--- src/rtl/nct_pkg.sv ---
// ----------------------------------------------------------------------------
// nct_pkg: shared types and constants for the nested config tokenizer
// Parse modes, event codes, result bundle layout and escape translation.
// ----------------------------------------------------------------------------
package nct_pkg;

  localparam int MAX_NESTING     = 255;
  localparam int MAX_HELD_SPACES = 255;

  localparam int LVL_W  = $clog2(MAX_NESTING + 1);
  localparam int HELD_W = $clog2(MAX_HELD_SPACES + 1);

  // bundle queue, depth must be a power of two
  localparam int QUEUE_DEPTH = 2;
  localparam int QPTR_W      = $clog2(QUEUE_DEPTH);
  localparam int QCNT_W      = $clog2(QUEUE_DEPTH + 1);

  localparam int MAX_EVENTS = 3;

  localparam int CFG_IDX_W  = 2;
  localparam int CFG_DATA_W = 1;
  localparam logic [CFG_IDX_W-1:0] CFG_COLLAPSE = 2'd0;
  localparam logic [CFG_IDX_W-1:0] CFG_TRIM     = 2'd1;
  localparam logic [CFG_IDX_W-1:0] CFG_ROOT     = 2'd2;

  localparam logic ERR_BRACE      = 1'b0;
  localparam logic ERR_INCOMPLETE = 1'b1;

  localparam logic [7:0] CH_HASH   = 8'h23;
  localparam logic [7:0] CH_OPEN   = 8'h7B;
  localparam logic [7:0] CH_CLOSE  = 8'h7D;
  localparam logic [7:0] CH_SEMI   = 8'h3B;
  localparam logic [7:0] CH_BSLASH = 8'h5C;
  localparam logic [7:0] CH_NL     = 8'h0A;
  localparam logic [7:0] CH_SPACE  = 8'h20;
  localparam logic [7:0] CH_TAB    = 8'h09;

  typedef enum logic [2:0] {
    M_FIND_NAME  = 3'd0,
    M_READ_NAME  = 3'd1,
    M_FIND_VALUE = 3'd2,
    M_READ_VALUE = 3'd3,
    M_COMMENT    = 3'd4
  } mode_t;

  typedef enum logic [2:0] {
    EV_NAME_BYTE  = 3'd0,
    EV_VALUE_BYTE = 3'd1,
    EV_NAME_END   = 3'd2,
    EV_VALUE_END  = 3'd3,
    EV_NODE_BEGIN = 3'd4,
    EV_NODE_END   = 3'd5,
    EV_ERROR      = 3'd6
  } kind_t;

  typedef struct packed {
    kind_t      kind;
    logic [7:0] text;
    logic [7:0] spaces;
    logic       err;
  } evt_t;

  // all results of one input byte; count is 1..3
  typedef struct packed {
    logic [1:0]                count;
    evt_t [MAX_EVENTS-1:0]     ev;
  } bundle_t;

  function automatic evt_t ev_make(kind_t kind, logic [7:0] text, logic [7:0] spaces,
                                   logic err);
    evt_t e;
    e.kind   = kind;
    e.text   = text;
    e.spaces = spaces;
    e.err    = err;
    return e;
  endfunction

  function automatic logic [7:0] esc_translate(logic [7:0] c);
    logic [7:0] r;
    case (c)
      8'h6E:   r = 8'd10;  // n
      8'h72:   r = 8'd13;  // r
      8'h61:   r = 8'd7;   // a
      8'h62:   r = 8'd8;   // b
      8'h66:   r = 8'd12;  // f
      8'h74:   r = 8'd9;   // t
      default: r = c;
    endcase
    return r;
  endfunction

endpackage

--- src/rtl/nct_if.sv ---
// ----------------------------------------------------------------------------
// nct_if: valid/ready channels of the tokenizer
// Input byte channel and output event channel.
// ----------------------------------------------------------------------------
interface nct_in_if;
  logic       valid;
  logic       ready;
  logic [7:0] byte_in;
  logic       end_of_doc;

  modport source (output valid, output byte_in, output end_of_doc, input ready);
  modport sink   (input valid, input byte_in, input end_of_doc, output ready);
endinterface

interface nct_out_if;
  logic       valid;
  logic       ready;
  logic [2:0] event_kind;
  logic [7:0] text_byte;
  logic [7:0] spaces_before;
  logic       error_code;
  logic       last_of_item;

  modport source (output valid, output event_kind, output text_byte, output spaces_before,
                  output error_code, output last_of_item, input ready);
  modport sink   (input valid, input event_kind, input text_byte, input spaces_before,
                  input error_code, input last_of_item, output ready);
endinterface

--- src/rtl/nct_front.sv ---
// ----------------------------------------------------------------------------
// nct_front: byte classifier and parse state
// Takes one byte a cycle while the queue is not full, updates mode, nesting
// and held spaces, and pushes the byte's events as one bundle into the queue.
// ----------------------------------------------------------------------------
module nct_front
  import nct_pkg::*;
(
  input  logic                  clk,
  input  logic                  rst,
  nct_in_if.sink                items,
  input  logic                  cfg_write,
  input  logic [CFG_IDX_W-1:0]  cfg_index,
  input  logic [CFG_DATA_W-1:0] cfg_data,
  input  logic                  q_full,
  output logic                  q_push,
  output bundle_t               q_data
);

  logic              collapse, trim, root_ok;
  mode_t             mode, mode_next;
  logic              esc, esc_next;
  logic [7:0]        prev_byte, prev_byte_next;
  logic [LVL_W-1:0]  level, level_next;
  logic [HELD_W-1:0] held, held_next;
  logic              halted, halted_next;

  logic       accept;
  logic [1:0] n;
  evt_t [MAX_EVENTS-1:0] evs;
  logic [7:0] c;
  logic       do_text, do_close, go_comment;

  assign items.ready = !q_full;
  assign accept      = items.valid && items.ready;

  always_comb begin
    mode_next      = mode;
    esc_next       = esc;
    prev_byte_next = prev_byte;
    level_next     = level;
    held_next      = held;
    halted_next    = halted;
    n              = 2'd0;
    evs            = '0;
    c              = items.byte_in;
    do_text        = 1'b0;
    do_close       = 1'b0;
    go_comment     = 1'b0;

    if (items.end_of_doc) begin
      if (!halted) begin
        if (mode == M_READ_NAME) begin
          evs[n] = ev_make(EV_NAME_END, 8'd0, 8'd0, 1'b0);
          n = n + 2'd1;
          evs[n] = ev_make(EV_VALUE_END, 8'd0, 8'd0, 1'b0);
          n = n + 2'd1;
        end else if (mode == M_READ_VALUE) begin
          evs[n] = ev_make(EV_VALUE_END, 8'd0, 8'd0, 1'b0);
          n = n + 2'd1;
        end
        if (level != '0) begin
          evs[n] = ev_make(EV_ERROR, 8'd0, 8'd0, ERR_INCOMPLETE);
          n = n + 2'd1;
        end
      end
      mode_next      = M_FIND_NAME;
      esc_next       = 1'b0;
      prev_byte_next = 8'd0;
      level_next     = '0;
      held_next      = '0;
      halted_next    = 1'b0;
    end else if (!halted) begin
      if (mode == M_COMMENT) begin
        // only a newline leaves a comment; comments always start from find-name
        if (c == CH_NL) mode_next = M_FIND_NAME;
      end else if (esc) begin
        c        = esc_translate(items.byte_in);
        esc_next = 1'b0;
        do_text  = 1'b1;
      end else if (c == CH_SPACE || c == CH_TAB) begin
        if ((collapse && prev_byte == c) || mode == M_FIND_NAME || mode == M_FIND_VALUE) begin
          // skipped
        end else if (mode == M_READ_NAME) begin
          evs[n] = ev_make(EV_NAME_END, 8'd0, 8'd0, 1'b0);
          n = n + 2'd1;
          held_next = '0;
          mode_next = M_FIND_VALUE;
        end else if (trim && c == CH_SPACE) begin
          if (held < HELD_W'(MAX_HELD_SPACES)) held_next = held + 1'b1;
        end else begin
          do_text = 1'b1;
        end
      end else if (c == CH_HASH) begin
        do_close   = 1'b1;
        go_comment = 1'b1;
      end else if (c == CH_NL) begin
        if (mode == M_READ_NAME || mode == M_READ_VALUE) do_close = 1'b1;
      end else if (c == CH_OPEN) begin
        if (level >= LVL_W'(MAX_NESTING)) begin
          evs[n] = ev_make(EV_ERROR, 8'd0, 8'd0, ERR_BRACE);
          n = n + 2'd1;
          halted_next = 1'b1;
        end else if (mode == M_FIND_VALUE) begin
          level_next = level + 1'b1;
          mode_next  = M_FIND_NAME;
          evs[n] = ev_make(EV_NODE_BEGIN, 8'd0, 8'd0, 1'b0);
          n = n + 2'd1;
        end else if (mode == M_FIND_NAME && level == '0 && root_ok) begin
          level_next = level + 1'b1;
          evs[n] = ev_make(EV_NAME_END, 8'd0, 8'd0, 1'b0);
          n = n + 2'd1;
          evs[n] = ev_make(EV_NODE_BEGIN, 8'd0, 8'd0, 1'b0);
          n = n + 2'd1;
        end else begin
          evs[n] = ev_make(EV_ERROR, 8'd0, 8'd0, ERR_BRACE);
          n = n + 2'd1;
          halted_next = 1'b1;
        end
      end else if (c == CH_CLOSE) begin
        if (mode == M_READ_VALUE) begin
          evs[n] = ev_make(EV_VALUE_END, 8'd0, 8'd0, 1'b0);
          n = n + 2'd1;
          held_next = '0;
        end
        if ((mode != M_READ_VALUE && mode != M_FIND_NAME) || level == '0) begin
          evs[n] = ev_make(EV_ERROR, 8'd0, 8'd0, ERR_BRACE);
          n = n + 2'd1;
          halted_next = 1'b1;
        end else begin
          level_next = level - 1'b1;
          mode_next  = M_FIND_NAME;
          evs[n] = ev_make(EV_NODE_END, 8'd0, 8'd0, 1'b0);
          n = n + 2'd1;
        end
      end else if (c == CH_SEMI) begin
        if (mode != M_FIND_NAME) do_close = 1'b1;
      end else if (c == CH_BSLASH) begin
        esc_next = 1'b1;
      end else begin
        do_text = 1'b1;
      end

      if (do_close) begin
        if (mode == M_READ_NAME) begin
          evs[n] = ev_make(EV_NAME_END, 8'd0, 8'd0, 1'b0);
          n = n + 2'd1;
          evs[n] = ev_make(EV_VALUE_END, 8'd0, 8'd0, 1'b0);
          n = n + 2'd1;
        end else if (mode == M_READ_VALUE || mode == M_FIND_VALUE) begin
          evs[n] = ev_make(EV_VALUE_END, 8'd0, 8'd0, 1'b0);
          n = n + 2'd1;
        end
        held_next = '0;
        mode_next = M_FIND_NAME;
      end
      if (go_comment) mode_next = M_COMMENT;

      if (do_text) begin
        if (mode == M_FIND_NAME)       mode_next = M_READ_NAME;
        else if (mode == M_FIND_VALUE) mode_next = M_READ_VALUE;
        else                           mode_next = mode;
        evs[n] = ev_make((mode_next == M_READ_NAME) ? EV_NAME_BYTE : EV_VALUE_BYTE,
                         c, 8'(held), 1'b0);
        n = n + 2'd1;
        held_next = '0;
      end

      prev_byte_next = c;
    end
  end

  assign q_push       = accept && (n != 2'd0);
  assign q_data.count = n;
  assign q_data.ev    = evs;

  always_ff @(posedge clk) begin
    if (rst) begin
      collapse <= 1'b0;
      trim     <= 1'b0;
      root_ok  <= 1'b0;
    end else if (cfg_write) begin
      case (cfg_index)
        CFG_COLLAPSE: collapse <= cfg_data[0];
        CFG_TRIM:     trim     <= cfg_data[0];
        CFG_ROOT:     root_ok  <= cfg_data[0];
        default: ;
      endcase
    end
  end

  always_ff @(posedge clk) begin
    if (rst) begin
      mode      <= M_FIND_NAME;
      esc       <= 1'b0;
      prev_byte <= 8'd0;
      level     <= '0;
      held      <= '0;
      halted    <= 1'b0;
    end else if (accept) begin
      mode      <= mode_next;
      esc       <= esc_next;
      prev_byte <= prev_byte_next;
      level     <= level_next;
      held      <= held_next;
      halted    <= halted_next;
    end
  end

endmodule

--- src/rtl/nct_queue.sv ---
// ----------------------------------------------------------------------------
// nct_queue: short bundle queue between front and back
// Register FIFO; push and pop may happen in the same cycle.
// ----------------------------------------------------------------------------
module nct_queue
  import nct_pkg::*;
(
  input  logic    clk,
  input  logic    rst,
  input  logic    push,
  input  bundle_t push_data,
  input  logic    pop,
  output logic    full,
  output logic    not_empty,
  output bundle_t head
);

  bundle_t [QUEUE_DEPTH-1:0] slots;
  logic [QPTR_W-1:0] wr_ptr, rd_ptr;
  logic [QCNT_W-1:0] count;
  logic              do_pop;

  assign full      = (count == QCNT_W'(QUEUE_DEPTH));
  assign not_empty = (count != '0);
  assign head      = slots[rd_ptr];
  assign do_pop    = pop && not_empty;

  always_ff @(posedge clk) begin
    if (push) slots[wr_ptr] <= push_data;
  end

  always_ff @(posedge clk) begin
    if (rst) begin
      wr_ptr <= '0;
      rd_ptr <= '0;
      count  <= '0;
    end else begin
      if (push)   wr_ptr <= wr_ptr + 1'b1;
      if (do_pop) rd_ptr <= rd_ptr + 1'b1;
      if (push && !do_pop)      count <= count + 1'b1;
      else if (!push && do_pop) count <= count - 1'b1;
    end
  end

endmodule

--- src/rtl/nct_back.sv ---
// ----------------------------------------------------------------------------
// nct_back: event sequencer
// Holds one bundle in the output register and sends its events one word
// a cycle while the output is ready, marking the last one.
// ----------------------------------------------------------------------------
module nct_back
  import nct_pkg::*;
(
  input  logic    clk,
  input  logic    rst,
  input  logic    q_not_empty,
  input  bundle_t q_head,
  output logic    q_pop,
  nct_out_if.source events
);

  bundle_t    cur;
  logic       cur_valid;
  logic [1:0] idx;
  logic       fire, last;
  evt_t       e;

  assign e    = cur.ev[idx];
  assign last = (idx == cur.count - 2'd1);
  assign fire = events.valid && events.ready;

  assign events.valid         = cur_valid;
  assign events.event_kind    = e.kind;
  assign events.text_byte     = e.text;
  assign events.spaces_before = e.spaces;
  assign events.error_code    = e.err;
  assign events.last_of_item  = last;

  assign q_pop = q_not_empty && (!cur_valid || (fire && last));

  always_ff @(posedge clk) begin
    if (q_pop) cur <= q_head;
  end

  always_ff @(posedge clk) begin
    if (rst) begin
      cur_valid <= 1'b0;
      idx       <= 2'd0;
    end else if (q_pop) begin
      cur_valid <= 1'b1;
      idx       <= 2'd0;
    end else if (fire) begin
      if (last) begin
        cur_valid <= 1'b0;
        idx       <= 2'd0;
      end else begin
        idx <= idx + 2'd1;
      end
    end
  end

endmodule

--- src/rtl/nested_config_text_tokenizer.sv ---
// ----------------------------------------------------------------------------
// nested_config_text_tokenizer: byte-serial tokenizer for nested name/value text
// Front classifier, bundle queue and event sequencer.
// ----------------------------------------------------------------------------
// One byte is accepted every cycle while the two-entry bundle queue has room.
// A byte yields zero to three event words; the output sends one word a cycle
// while the consumer is ready, so the queue soaks up short bursts. With the
// output idle, the first word of a byte passes through a queue slot and then
// the output register. Configuration writes take effect on the next
// accepted byte.
module nested_config_text_tokenizer
  import nct_pkg::*;
(
  input  logic                  clk,
  input  logic                  rst,
  nct_in_if.sink                items,
  nct_out_if.source             events,
  input  logic                  cfg_write,
  input  logic [CFG_IDX_W-1:0]  cfg_index,
  input  logic [CFG_DATA_W-1:0] cfg_data
);

  logic    q_push, q_pop, q_full, q_not_empty;
  bundle_t q_in, q_head;

  nct_front u_front (
    .clk       (clk),
    .rst       (rst),
    .items     (items),
    .cfg_write (cfg_write),
    .cfg_index (cfg_index),
    .cfg_data  (cfg_data),
    .q_full    (q_full),
    .q_push    (q_push),
    .q_data    (q_in)
  );

  nct_queue u_queue (
    .clk       (clk),
    .rst       (rst),
    .push      (q_push),
    .push_data (q_in),
    .pop       (q_pop),
    .full      (q_full),
    .not_empty (q_not_empty),
    .head      (q_head)
  );

  nct_back u_back (
    .clk         (clk),
    .rst         (rst),
    .q_not_empty (q_not_empty),
    .q_head      (q_head),
    .q_pop       (q_pop),
    .events      (events)
  );

endmodule

--- src/flat_wrapper.sv ---
// flat-port wrapper written by rule: the top's interface ports become plain ports
module nested_config_text_tokenizer_flat import nct_pkg::*;
  (clk, rst, cfg_write, cfg_index, cfg_data, items_valid, items_byte_in, items_end_of_doc, items_ready, events_valid, events_event_kind, events_text_byte, events_spaces_before, events_error_code, events_last_of_item, events_ready);
  nct_in_if items_i ();
  nct_out_if events_i ();
  input  logic clk;
  input  logic rst;
  input  logic cfg_write;
  input  logic [CFG_IDX_W-1:0] cfg_index;
  input  logic [CFG_DATA_W-1:0] cfg_data;
  input wire logic [$bits(items_i.valid)-1:0] items_valid;
  input wire logic [$bits(items_i.byte_in)-1:0] items_byte_in;
  input wire logic [$bits(items_i.end_of_doc)-1:0] items_end_of_doc;
  output wire logic [$bits(items_i.ready)-1:0] items_ready;
  output wire logic [$bits(events_i.valid)-1:0] events_valid;
  output wire logic [$bits(events_i.event_kind)-1:0] events_event_kind;
  output wire logic [$bits(events_i.text_byte)-1:0] events_text_byte;
  output wire logic [$bits(events_i.spaces_before)-1:0] events_spaces_before;
  output wire logic [$bits(events_i.error_code)-1:0] events_error_code;
  output wire logic [$bits(events_i.last_of_item)-1:0] events_last_of_item;
  input wire logic [$bits(events_i.ready)-1:0] events_ready;
  assign items_i.valid = items_valid;
  assign items_i.byte_in = items_byte_in;
  assign items_i.end_of_doc = items_end_of_doc;
  assign items_ready = items_i.ready;
  assign events_valid = events_i.valid;
  assign events_event_kind = events_i.event_kind;
  assign events_text_byte = events_i.text_byte;
  assign events_spaces_before = events_i.spaces_before;
  assign events_error_code = events_i.error_code;
  assign events_last_of_item = events_i.last_of_item;
  assign events_i.ready = events_ready;
  nested_config_text_tokenizer u_core (.clk(clk), .rst(rst), .items(items_i), .events(events_i), .cfg_write(cfg_write), .cfg_index(cfg_index), .cfg_data(cfg_data));
endmodule
--- config.mk ---
export PLATFORM = sky130hd
export DESIGN_NAME = nested_config_text_tokenizer_flat
export DESIGN_NICKNAME = d
export VERILOG_FILES = /design/src/rtl/nct_pkg.sv /design/src/rtl/nct_if.sv /design/src/rtl/nct_front.sv /design/src/rtl/nct_queue.sv /design/src/rtl/nct_back.sv /design/src/rtl/nested_config_text_tokenizer.sv /design/src/flat_wrapper.sv
export SDC_FILE = /design/constraint.sdc
export NUM_CORES = 1
export LEC_CHECK = 0
export ABC_AREA = 0
export BUFFER_PORTS_ARGS = -buffer_cell sky130_fd_sc_hd__buf_2
export CAP_MARGIN = 20
export CORE_ASPECT_RATIO = 0.5
export CORE_UTILIZATION = 55
export CTS_BUF_LIST = sky130_fd_sc_hd__clkbuf_8
export DETAILED_ROUTE_END_ITERATION = 10
export PLACE_DENSITY = 0.84
export SLEW_MARGIN = 10
export SYNTH_ARGS = -nofsm -noshare
export SYNTH_HDL_FRONTEND = slang
export SYNTH_SLANG_ARGS = --single-unit
--- constraint.sdc ---
create_clock -name clk -period 6.8 [get_ports clk]
set_input_delay 1.36 -clock clk [delete_from_list [all_inputs] [get_ports clk]]
set_output_delay 1.36 -clock clk [all_outputs]
set_load 0.02 [all_outputs]
==> qor.csv <==
metric,value,unit
startpoint class of the critical path,input port,
nets@finish,935,
layout cells sized above 1,19.0,%
clock latency on the worst-skew pair,0.59,ns
combinational power share,22.5,%
CP max-delay cell,and3_2,
Core Region,0.0184,sq mm
Core Rows,35,
Flop pwr share,51.1,%
CTS tree,done,
failing checks,DRC,
Crit path largest cell delay,0.50,ns
GRT Total Usage,23.9,%
Sw Share,29.6,%
Fmax,0.181,GHz
GRT overflow,0,
fill count,1420,
total of warnings raised by yosys,0,
Area after DPL,0.0109,sq mm
max_slew headroom,33.0,%
final setup violation count,0,
Detailed Route WL,23100,um
Worst Skew,0.0250,ns
leak pwr,3.95,nW
via-per-instance ratio,5.95,
net switching power,1.12,mW
I/O pin total,40,
"Hold-fix buffers, CTS",0,
clock buffer depth,3,
register area,0.00628,sq mm
Routed WL per cell,19.5,um
Clk pwr share,26.3,%
Max-Cap Viols,0,
final hold viol count,0,
period utilization,81.4,%
Starting Density,56.4,%
Crit path max-delay family,simple AND/OR/NAND/NOR gates,
Initial DRC Count,599,
crit end category,flop,
"CTS clk-pin slew, worst paths",0.07,ns
Pins Over Slew Limit,0,
wire length on met2,10800,um
CTS root buffer,clkbuf_8,
Yosys cell types,75,
design area,0.0115,sq mm
Post-Syn Area,0.0104,sq mm
predominant post-synthesis flop cell,edfxtp_1,
GP Congestion,0.928,
die height,99.2,um
Area growth syn-to-layout,10.1,%
run status,"complete, but fails checks",
crit path time final,5.54,ns
Post-Syn Nets,900,
met3 WL,1700,um
setup TNS,0,ns
Hold Path Class,flop to flop,
CP Class,input port to flop,
worst-path fanout max,44,
sequential area share after synthesis,60.3,%
vias,7050,
first-pass GRT wire length,36300,um
Setup WS pre-CTS,0.698,ns
multi-input logic area,0.00388,sq mm
H-tree depth,1,
post-synthesis cell count,867,
Setup Buffers After CTS,0,
hpwl dp,15000,um
chip width,196,um
die area,0.0195,sq mm
leading area contributor after synthesis,edfxtp_1,
ant diodes,0,
worst path cell trace,buf_2 > and2b_1 > nand3_1 > clkinv_1 > a221oi_1 > a211o_1 > ha_1 > o32ai_1 > inv_1 > ha_1 > nor3_1 > o31ai_1 > o211ai_1 > or3_1 > and3_2 > buf_12,
initial antenna violation count,0,
"EDFF count, synth",183,
IO buf count,39,
DR DRC count,2,
vias in the first global route,7068,
detailed-router iteration count before antenna repair,8,
Cells after DPL,1129,
Synth area leaders,"edfxtp_1 53%, dfxtp_1 7.5%, mux2_2 6.9%, nor2_1 3.6%, nand2_1 2.6%",
CTS sink cnt,222,
post-CTS resize count,0,
largest net degree at the start of global routing,65,
async set-reset flop share out of synthesis,0,%
Final WS setup,1.26,ns
Avg Inst Size Synth,12.0,sq um
Final Non-Filler Cells,1185,
Power Total,3.78,mW
post-synth top area share,52.8,%
Max Used Layer,met4,
total CTS buffers,30,
Critical Path AT,5.79,ns
WL met1,10200,um
VDD IR max,0.000163,V
CP bufs+invs,4,
internal power,2.66,mW
"flops & latches, synth",222,
Routed Antenna Nets,0,
CP dominant cell by count,ha_1,
RSZ-0062 raised after global routing,no,
CP Data Required Time,7.06,ns
Worst-Margin Slew,1.00,ns
Power Dens Cells,330,mW/mm^2
==> cell usage after synthesis (4+ instances only) <==
cell	number
buf_2	6
o211ai_1	4
or3_1	6
o21ai_0	45
nand3_1	13
o21bai_1	4
inv_1	19
nand4b_1	5
a21o_1	4
a31oi_1	7
ha_1	15
a22oi_1	4
nor2_1	99
mux2_2	64
a21oi_1	42
a211oi_1	8
edfxtp_1	183
mux2i_1	25
nor3_1	20
clkbuf_1	37
nor2b_1	13
and3_1	8
nand2_1	72
xor2_1	11
xnor2_1	11
nand2b_1	8
nand4_1	10
dfxtp_1	39
o21ai_1	4
nand3b_1	4
==> metal layers <==
layer	vias to the layer above	global-route usage [%]
li1	3308	-
met1	3444	31.6
met2	256	39.8
met3	42	5.46
met4	0	7.21
met5	-	0
==> worst paths after layout <==
check,start,end,cells after the start,slack [ns]
setup / recovery,items_byte_in[7],u_core.u_queue.slots[67]$_DFFE_PP_,16,1.26
hold / removal,u_core.u_front.held[7]$_SDFFE_PP0P_,u_core.u_front.held[7]$_SDFFE_PP0P_,2,0.50
setup reg to reg,u_core.u_front.mode[0]$_SDFFE_PP0P_,u_core.u_queue.slots[67]$_DFFE_PP_,14,1.70
hold reg to reg,u_core.u_front.held[7]$_SDFFE_PP0P_,u_core.u_front.held[7]$_SDFFE_PP0P_,2,0.50
==> cell type report <==
type,instances,area share [%]
clock buffer,31,3.73
clock inverter,25,1.49
inverter,20,0.656
multi-input combinational,579,33.9
sequential,222,54.8
tap,259,2.83
timing repair buffer,49,2.58
==> power groups by stage <==
| stage | clock network, mW | registers (mW) | logic (mW) |
|---|---|---|---|
| 3_5_place_dp | 0 | 1.96 | 0.853 |
| 2_1_floorplan | 0 | 1.95 | 0.618 |
| 5_1_grt | 1.06 | 1.96 | 0.921 |
| 6_report | 0.995 | 1.93 | 0.851 |
| 3_3_place_gp | 0 | 1.94 | 0.829 |
| 4_1_cts | 1.01 | 1.93 | 0.856 |
==> metrics by stage <==
step | hold slack [ns] | util [%]
2_1_floorplan | 0.448 | -
3_3_place_gp | 0.468 | 58.9
3_5_place_dp | 0.481 | 58.9
4_1_cts | 0.497 | 62.1
5_1_grt | 0.519 | 62.1
6_report | 0.500 | 62.1
==> registers in the layout, indices dropped and copies added (netlist names) <==
signal and count:
u_core.u_back.events.valid 1, u_core.u_front.prev_byte 8, u_core.u_queue.wr_ptr 1, u_core.u_front.collapse 1
u_core.u_front.root_ok 1, u_core.u_front.esc 1, u_core.u_front.halted 1, u_core.u_front.level 8
u_core.u_back.cur 61, u_core.u_front.held 8, u_core.u_queue.slots 122, u_core.u_queue.rd_ptr 1
u_core.u_front.mode 3, u_core.u_front.trim 1, u_core.u_queue.count 2, u_core.u_back.idx 2
==> tightest hold or removal path, cell delays in order, from the launching register on <==
cell     delay, ns
dfxtp_1       0.34
nand2_1       0.06
a21oi_1       0.05
==> kinds of logic (layout without fill, tap and decap cells) <==
family	count (synthesis)	in the layout	synth area share, %
AOI/OAI and AO/OA	158	158	9.97
xor gates and xnor gates	22	22	1.85
adders and majority gates	16	16	2.00
buffers and inverters	66	125	2.53
DFF	222	222	60.3
muxes	89	89	9.33
and+or+nand+nor	294	294	14.0
==> cell usage in the layout (no fill, tap or decap), drive strengths merged, types with 17 or more instances in the layout <==
master  count
a21oi      43
buf        49
clkbuf     31
clkinv     17
dfxtp      39
edfxtp    183
inv        26
mux2       64
mux2i      25
nand2      73
nor2       99
nor3       20
o21ai      49
No activity file was read; power rests on OpenSTA's default activity.
